`src/rtl/smg_pkg.sv`:
```
`default_nettype none

package smg_pkg;

	localparam int SEG_W       = 7;
	localparam int MAX_SEG_DEF = 64;
	localparam int DIV_W       = 24;
	localparam int REM_W       = 7;
	localparam int ACC_W       = REM_W + DIV_W;
	localparam int NLANE       = 4;
	localparam int NCELL       = DIV_W;
	localparam int ADDR_W      = 5;

	// Lanes of the divider chain.
	localparam int LANE_PHI   = 0;
	localparam int LANE_THETA = 1;
	localparam int LANE_U     = 2;
	localparam int LANE_V     = 3;

	localparam logic KIND_VERTEX = 1'b0;
	localparam logic KIND_INDEX  = 1'b1;

	localparam logic [11:0] RADIUS_RST   = 12'd1;
	localparam logic [6:0]  WSEG_RST     = 7'd8;
	localparam logic [6:0]  HSEG_RST     = 7'd6;
	localparam logic [15:0] PHI_ST_RST   = 16'd0;
	localparam logic [16:0] PHI_LEN_RST  = 17'd65536;
	localparam logic [15:0] TH_ST_RST    = 16'd0;
	localparam logic [15:0] TH_LEN_RST   = 16'd32768;

	localparam logic signed [31:0] C_A1 = 32'sd421657428;
	localparam logic signed [31:0] C_A3 = -32'sd173399667;
	localparam logic signed [31:0] C_A5 = 32'sd21392326;
	localparam logic signed [31:0] C_A7 = -32'sd1256748;
	localparam logic signed [31:0] C_A9 = 32'sd43068;

	typedef enum logic [2:0] {
		REG_RADIUS      = 3'd0,
		REG_WSEG        = 3'd1,
		REG_HSEG        = 3'd2,
		REG_PHI_START   = 3'd3,
		REG_PHI_LEN     = 3'd4,
		REG_THETA_START = 3'd5,
		REG_THETA_LEN   = 3'd6
	} reg_sel_t;

	typedef struct packed {
		logic                        vld;
		logic [SEG_W-1:0]            col;
		logic [SEG_W-1:0]            row;
		logic [NLANE-1:0][ACC_W-1:0] acc;
	} cell_t;

	typedef struct packed {
		logic        neg;
		logic [14:0] t;
	} trig_arg_t;

	typedef struct packed {
		logic             vld;
		logic [SEG_W-1:0] col;
		logic [SEG_W-1:0] row;
		logic [16:0]      u;
		logic [16:0]      v;
	} side_t;

	typedef struct packed {
		logic               vld;
		logic signed [24:0] pos_x;
		logic signed [24:0] pos_y;
		logic signed [24:0] pos_z;
		logic signed [15:0] norm_x;
		logic signed [15:0] norm_y;
		logic signed [15:0] norm_z;
		logic [16:0]        u;
		logic [16:0]        v;
		logic [12:0]        idx_a;
		logic [12:0]        idx_b;
		logic [12:0]        idx_c;
		logic [12:0]        idx_d;
		logic               first;
		logic               second;
	} vert_t;

	// Shift right with rounding half away from zero.
	function automatic logic signed [63:0] rnd_shift(input logic signed [63:0] v, input int sh);
		logic [63:0] mag;
		logic [63:0] half;
		logic [63:0] res;
		half = 64'd1 << (sh - 1);
		if (v[63]) begin
			mag = 64'(-v);
			res = (mag + half) >> sh;
			return -$signed(res);
		end else begin
			mag = 64'(v);
			res = (mag + half) >> sh;
			return $signed(res);
		end
	endfunction

	// Folds a binary angle onto the quarter wave argument and the sign.
	function automatic trig_arg_t quarter_arg(input logic [15:0] a);
		trig_arg_t ta;
		ta.neg = a[15];
		if (a[14]) begin
			ta.t = 15'd16384 - {1'b0, a[13:0]};
		end else begin
			ta.t = {1'b0, a[13:0]};
		end
		return ta;
	endfunction

endpackage

`default_nettype wire

```
`src/rtl/smg_div_cell.sv`:
```
`default_nettype none

module smg_div_cell import smg_pkg::*; (
	input  wire logic             clk,
	input  wire logic             arst_n,
	input  wire logic             adv,
	input  wire logic [SEG_W-1:0] ws,
	input  wire logic [SEG_W-1:0] hs,
	input  wire cell_t            cell_in,
	output cell_t                 cell_s1
);

	cell_t nxt;

	// One restoring step per lane: one quotient bit enters at the bottom.
	always_comb begin
		logic [REM_W:0] hi;
		logic [REM_W:0] dv;
		nxt = cell_in;
		for (int l = 0; l < NLANE; l++) begin
			dv = (l == LANE_PHI || l == LANE_U) ? {1'b0, ws} : {1'b0, hs};
			hi = cell_in.acc[l][ACC_W-1:DIV_W-1];
			if (hi >= dv) begin
				hi = hi - dv;
				nxt.acc[l] = {hi[REM_W-1:0], cell_in.acc[l][DIV_W-2:0], 1'b1};
			end else begin
				nxt.acc[l] = {hi[REM_W-1:0], cell_in.acc[l][DIV_W-2:0], 1'b0};
			end
		end
	end

	always_ff @(posedge clk or negedge arst_n) begin
		if (!arst_n) begin
			cell_s1 <= '0;
		end else if (adv) begin
			cell_s1 <= nxt;
		end
	end

endmodule

`default_nettype wire

```
`config.mk`:
```
export PLATFORM = sky130hd
export DESIGN_NAME = smg_div_cell
export DESIGN_NICKNAME = d
export VERILOG_FILES = /design/src/rtl/smg_pkg.sv /design/src/rtl/smg_div_cell.sv
export SDC_FILE = /design/constraint.sdc
export NUM_CORES = 1
export LEC_CHECK = 0
export ABC_AREA = 1
export BUFFER_PORTS_ARGS = -buffer_cell sky130_fd_sc_hd__clkbuf_2
export CORE_MARGIN = 10
export CORE_UTILIZATION = 44
export DETAILED_ROUTE_END_ITERATION = 8
export PLACE_DENSITY = 0.88
export RECOVER_POWER = 25
export SLEW_MARGIN = 5
export SYNTH_ARGS = -nofsm -noshare
export SYNTH_HDL_FRONTEND = slang
export SYNTH_SLANG_ARGS = --single-unit
```
`constraint.sdc`:
```
create_clock -name clk -period 0.8 [get_ports clk]
set_input_delay 0.08 -clock clk [delete_from_list [all_inputs] [get_ports clk]]
set_output_delay 0.08 -clock clk [all_outputs]
set_load 0.01 [all_outputs]
```
==> results of run 1 <==
[cells by family after synthesis]
kind of cell	share of synthesized area, %
adder cells (fa/ha/maj)	6.05
flip-flops	48.9
AO/OA/AOI/OAI	1.41
XOR/XNOR	1.11
buffers and inverters	6.05
AND/OR/NAND/NOR	36.5
[layout by cell type, fill, tap and decap left out, types with 4 or more instances in the layout]
cell | Yosys | routed
sky130_fd_sc_hd__nand2_1 | 508 | 465
sky130_fd_sc_hd__dlygate4sd3_1 | 0 | 113
sky130_fd_sc_hd__or2_4 | 3 | 4
sky130_fd_sc_hd__clkbuf_16 | 0 | 22
sky130_fd_sc_hd__ha_4 | 0 | 11
sky130_fd_sc_hd__diode_2 | 0 | 12
sky130_fd_sc_hd__buf_12 | 0 | 8
sky130_fd_sc_hd__nand3_4 | 4 | 7
sky130_fd_sc_hd__nand2_2 | 4 | 34
sky130_fd_sc_hd__inv_6 | 0 | 7
sky130_fd_sc_hd__inv_1 | 71 | 62
sky130_fd_sc_hd__buf_6 | 1 | 56
sky130_fd_sc_hd__buf_4 | 2 | 162
sky130_fd_sc_hd__clkbuf_2 | 0 | 229
sky130_fd_sc_hd__clkbuf_8 | 1 | 4
sky130_fd_sc_hd__nand3_2 | 1 | 25
sky130_fd_sc_hd__dfrtp_1 | 139 | 139
sky130_fd_sc_hd__a21oi_4 | 4 | 4
sky130_fd_sc_hd__inv_2 | 0 | 4
sky130_fd_sc_hd__inv_12 | 0 | 4
sky130_fd_sc_hd__nor2_2 | 4 | 4
sky130_fd_sc_hd__nand3_1 | 57 | 30
sky130_fd_sc_hd__fa_2 | 0 | 4
sky130_fd_sc_hd__nand4_1 | 5 | 5
sky130_fd_sc_hd__nand2_4 | 0 | 12
sky130_fd_sc_hd__ha_1 | 28 | 16
sky130_fd_sc_hd__nand3b_1 | 19 | 19
sky130_fd_sc_hd__a21oi_1 | 4 | 4
sky130_fd_sc_hd__nor2_1 | 15 | 14
sky130_fd_sc_hd__xor2_1 | 8 | 8
[final cells by class]
class	instances	area share, %
sequential	139	27.0
clock buffer	18	3.33
clock inverter	14	1.03
antenna	12	0.233
tap	216	2.10
inverter	71	2.48
timing repair buffer	582	34.9
multi-input combinational	674	28.9
[power breakdown]
part           internal (mW)  total, mW  switching, mW
combinational           3.54       7.30           3.76
sequential              7.78       8.36          0.585
clock                   4.36       7.83           3.47
[final timing paths]
kind                                endpoint  slack (ns)  cells past startpoint
worst max-delay path             cell_s1[27]       -0.41                     12
worst min-delay path            cell_s1[119]        0.06                      4
worst max register to register   cell_s1[69]       -0.28                      4
worst min register to register   cell_s1[66]        0.48                      2
max in group asynchronous        cell_s1[20]        0.04                      3
min in group asynchronous         cell_s1[7]        0.21                      2
[repair_timing]
item	4_1_cts	5_1_grt
gates resized for setup	49	189
pin swaps	39	41
setup endpoints to repair	171	175
hold buffers	112	1
hold endpoints to repair	252	2
buffers inserted	34	64
[worst min-delay path: stages]
cell and delay [ns]:
sky130_fd_sc_hd__clkbuf_2 0.11, sky130_fd_sc_hd__nand3b_1 0.10, sky130_fd_sc_hd__nand3_1 0.07, sky130_fd_sc_hd__nand2_1 0.06
[per-layer routing]
layer	GRT usage, %	vias to the layer above	share of wire, %
li1	-	3971	-
met1	28.1	4371	33
met2	46.9	777	49
met3	7.00	248	9.2
met4	18.4	0	7.9
met5	0	-	0
[metrics by stage]
step / instances / area [um^2]
after floorplan: 915 / 7330
after detailed placement: 1474 / 9630
after global placement: 1474 / 9630
final: 1726 / 12900
after CTS: 1652 / 11800
after global routing: 1726 / 12900
==> out/qor.txt, run 1 <==
run status - finished, violations left
violations in the final reports - negative setup slack
startpoint of the lowest-slack register-to-register path - cell_s1[69]
Layout Nets - 1673
routed length per placed instance - 21.3 um
number of levels the H-tree was split into - 4
Floorplan Core Area - 15900 um^2
Overflow after GRT - 0
shortest clock period the worst path allows after layout - 1.21 ns
Setup crit end kind - register
slowest cell delay on critical path - 0.38 ns
leading cell type by number of instances after synthesis - sky130_fd_sc_hd__nand2_1
effective utilization at floorplan - 44.8%
Fill cells - 821
1st-iter DRT viols - 907
number of register bits inferred by synthesis - 139
Regs by FF count - cell_s1 (139)
clock sink count - 139
biggest area contributors in the synthesized netlist - sky130_fd_sc_hd__dfrtp_1 49%, sky130_fd_sc_hd__nand2_1 27%, sky130_fd_sc_hd__ha_1 4.9%
DIE WIDTH - 147 um
I/O pin count - 295
crit path buf inv count - 3
CTS tree - yes
total leakage power - 7.17 nW
die outline area - 21700 um^2
post-route clock skew - 0 ns
worst skew pair latency - 0.40 ns
post-route ant nets - 0
number of max-capacitance violations reported - 0
setup repair after global routing missed its margin - yes
slowest stage cell, crit path - sky130_fd_sc_hd__fa_2
largest area contributor in the netlist - sky130_fd_sc_hd__dfrtp_1
register ranked first by flip-flop count - cell_s1
largest net degree at the start of global routing - 64
gr usage total - 27.0%
Crit Path Class - in -> reg
total power draw - 23.5 mW
number of flip-flops in the largest register - 139
nature of the critical path startpoint - input pin
HP Class - in -> reg
DRC violations left - 0
nets in the synthesized netlist - 1103
port bufs - 294
area growth from synthesis to final layout - 81.2%
routed via count divided by cell count - 5.43
standard-cell row count - 46
clock root cell - sky130_fd_sc_hd__clkbuf_16
maximum buffer depth of the clock tree - 2
via count of the first global-routing pass - 8960
predominant post-synthesis flop cell - sky130_fd_sc_hd__dfrtp_1
fraction of final layout cells sized beyond drive strength 1 - 41.3%
critical hold path startpoint - cell_in[118]
timing startpoint of the critical path - cell_in[23]
Yosys warning count - 0
wire length of the first global-routing pass - 47.1 mm
share of synthesized registers carrying an async set or reset - 100%
Fmax achieved - 828 MHz
first-pass iteration count of the detailed router - 7
Detail Placement HPWL - 18.9 mm
mean post-synth cell area - 7.78 um^2
Final Hold Vio Count - 0
synthesized netlist cell count - 915
Placer Congestion - 0.927
Worst path top cell family by delay - simple AND/OR/NAND/NOR gates
required time reported for the critical path endpoint - 1.09 ns
period utilization - 151%
critical-path cell list - clkbuf_16, inv_12, ha_4, fa_2, inv_2, nand2_2, nand2_4, nand3_4, nand3_4, nand2_2, nand3_1, nand2_1
number of setup violations in the final report - 196
pwr/cell area - 1820 nW/um^2
number of buffers added by the clock tree synthesis step - 17
clock transition at the register clock pins on the worst setup and hold paths after CTS - 0.06 ns
smallest hold slack - 0.0569 ns
final standard cell utilization of the core - 81.1%
final setup TNS - -42.77 ns
maximum fanout along the worst path - 8
sequential element share of the synthesized area - 48.9%
Slew Limit Fails - 0
share of the synthesized area in the top cell type - 48.9%
post-synthesis cell type count - 26
Rel. slew slack - 70.8%
number of flops mapped to enable cells by yosys - 0
arrival time at the worst endpoint - 1.50 ns
min setup slack post-route - -0.407 ns
post-placement setup slack - -0.820 ns
detailed-route wire length - 36.8 mm
routed via count - 9367
Max IR drop VDD - 1.47 mV
multi-input logic area - 3730 um^2
initial antenna violation count - 12
ranking of synthesized cells by instance count - 508 x sky130_fd_sc_hd__nand2_1, 139 x sky130_fd_sc_hd__dfrtp_1, 71 x sky130_fd_sc_hd__inv_1
floorplan die height - 147 um
area of the mapped netlist - 7120 um^2
area occupied by registers - 3480 um^2
Worst Tran Pin Value - 0.438 ns
No activity file was read; power rests on OpenSTA's default activity.
==> run 2, diff against run 1 <==
- SETUP_SLACK_MARGIN: unset -> 0.15
==> run 2 against run 1 <==
- the flow still finishes with violations (negative setup slack)
- global-route usage rose by 0.058 points
- critical path depth did not move
- critical endpoint is now cell_s1[57]
- cell count fell by 1.1%
- power rose by 2.3%
- via count rose by 0.42%
- die area did not move
- first-iteration DRC count fell by 0.88%
- register-to-register slack improved by 0.16 ns
==> out/qor.txt, run 2 (same netlist as run 1, synthesis figures left out) <==
run status - finished, violations left
violations in the final reports - negative setup slack
Worst path top cell family by delay - simple AND/OR/NAND/NOR gates
filler-free cell count of the finished design - 1707
Hold Crit Endpoint - cell_s1[26]
Rel. slew slack - 52.0%
worst skew pair latency - 0.42 ns
Max IR drop VDD - 1.62 mV
die outline area - 21700 um^2
Worst Tran Pin Value - 0.719 ns
critical-path cell list - clkbuf_16, inv_12, ha_4, fa_2, inv_1, nand2_1, nand2_2, nand3_2, nand3_4, nand2_1, nand3_1, nand2_1
port bufs - 294
Layout Nets - 1660
wire length of the first global-routing pass - 47.4 mm
slowest cell delay on critical path - 0.34 ns
clock transition at the register clock pins on the worst setup and hold paths after CTS - 0.07 ns
DRC violations left - 0
routed length per placed instance - 22.3 um
Detail Placement HPWL - 18.4 mm
largest net degree at the start of global routing - 63
worst r2r dst - cell_s1[128]
required time reported for the critical path endpoint - 1.12 ns
fraction of final layout cells sized beyond drive strength 1 - 46.5%
gr usage total - 27.1%
number of buffers added by the clock tree synthesis step - 17
detailed-route wire length - 38.0 mm
Floorplan Core Area - 15900 um^2
arrival time at the worst endpoint - 1.48 ns
Placer Congestion - 0.956
HP Class - in -> reg
register ranked first by flip-flop count - cell_s1
area growth from synthesis to final layout - 85.6%
critical hold path startpoint - cell_in[25]
maximum fanout along the worst path - 8
floorplan die height - 147 um
routed via count - 9406
Fill cells - 734
post-route ant nets - 0
routed via count divided by cell count - 5.51
Slew Limit Fails - 0
count of placed standard cells including taps - 1470
crit path buf inv count - 3
number of levels the H-tree was split into - 4
via count of the first global-routing pass - 8862
first-pass iteration count of the detailed router - 6
nature of the critical path startpoint - input pin
clock root cell - sky130_fd_sc_hd__clkbuf_16
Final Hold Vio Count - 0
number of flip-flops in the largest register - 139
startpoint of the lowest-slack register-to-register path - cell_s1[128]
initial antenna violation count - 5
Crit Path Class - in -> reg
Setup crit end kind - register
slowest stage cell, crit path - sky130_fd_sc_hd__fa_2
cells on worst reg2reg path - 4
timing startpoint of the critical path - cell_in[54]
I/O pin count - 295
period utilization - 144%
total leakage power - 7.23 nW
post-route clock skew - 0 ns
pwr/cell area - 1820 nW/um^2
dominant cell type by count on the critical path - sky130_fd_sc_hd__nand2_1
setup slack of the worst register-to-register path - -0.12 ns
number of setup violations in the final report - 313
Regs by FF count - cell_s1 (139)
CTS tree - yes
maximum buffer depth of the clock tree - 2
top library cells by usage in the layout, fill and taps aside - 394 x sky130_fd_sc_hd__nand2_1, 227 x sky130_fd_sc_hd__clkbuf_2, 139 x sky130_fd_sc_hd__dfrtp_1, 112 x sky130_fd_sc_hd__buf_4, 109 x sky130_fd_sc_hd__dlygate4sd3_1
final setup TNS - -56.13 ns
Overflow after GRT - 0
shortest clock period the worst path allows after layout - 1.16 ns
number of max-capacitance violations reported - 0
clock sink count - 139
standard-cell row count - 46
effective utilization at floorplan - 44.8%
Fmax achieved - 865 MHz
hold path depth - 4
1st-iter DRT viols - 899
commonest non-fill, non-tap cell in the layout - sky130_fd_sc_hd__nand2_1
DIE WIDTH - 147 um
setup repair after global routing missed its margin - yes
min setup slack post-route - -0.356 ns
==> run 2: worst max-delay path by stage <==
stage	to	slack [ns]	cells past startpoint
finish	cell_s1[57]	-0.36	12
global route	cell_s1[119]	-0.42	10
CTS	cell_s1[117]	-0.29	10
detailed placement	cell_s1[117]	-0.84	10
global placement	cell_s1[123]	-0.77	11
floorplan	cell_s1[119]	-0.51	9
==> run 2: routing by layer <==
| layer | GRT usage (%) | vias to the layer above | share of wire [%] |
|---|---|---|---|
| met2 | 46.2 | 856 | 48 |
| met4 | 13.8 | 0 | 8.4 |
| met5 | 0 | - | 0 |
| met3 | 7.34 | 298 | 11 |
| li1 | - | 3928 | - |
| met1 | 30.4 | 4324 | 32 |
==> run 2: layout make-up <==
type / count / area, um^2 / area share [%]
Sequential cell: 139 / 3480 / 26.3
Antenna cell: 6 / 15.0 / 0.114
Clock buffer: 18 / 439 / 3.32
Tap cell: 216 / 270 / 2.05
Multi-Input combinational cell: 674 / 3980 / 30.1
Inverter: 71 / 322 / 2.43
Clock inverter: 14 / 153 / 1.16
Timing Repair Buffer: 569 / 4560 / 34.5
==> run 2: worst min-delay path, stage by stage <==
cell and delay, ns:
sky130_fd_sc_hd__clkbuf_2 0.10, sky130_fd_sc_hd__nand3b_1 0.12, sky130_fd_sc_hd__nand3_2 0.07, sky130_fd_sc_hd__nand2_1 0.05
==> run 2: where the power goes <==
part           switching, mW  total (mW)  internal, mW
Sequential             0.679        8.46          7.78
Clock                   3.54        8.03          4.49
Combinational           3.88        7.54          3.67
==> run 2: timing repair <==
action | 4_1_cts | 5_1_grt
gates resized for setup | 45 | 328
endpoints found under the setup margin | 172 | 254
hold buffers | 109 | 0
pin swaps | 48 | 82
hold endpoints to repair | 249 | 0
buffers inserted | 27 | 63
==> run 2: stage by stage <==
| stage | hold slack (ns) | utilization [%] | worst slack (ns) | power, mW | instance area, um^2 |
|---|---|---|---|---|---|
| final | 0.0196 | 83.2 | -0.356 | 24.0 | 13200 |
| after global routing | 0.0412 | 83.1 | -0.419 | 24.9 | 13200 |
| after CTS | -0.0118 | 73.6 | -0.292 | 21.7 | 11700 |
| after detailed placement | -0.0494 | 60.4 | -0.839 | 13.1 | 9590 |
| after global placement | -0.0450 | 60.4 | -0.769 | 13.0 | 9590 |
| after floorplan | -0.216 | - | -0.513 | 10.8 | 7520 |
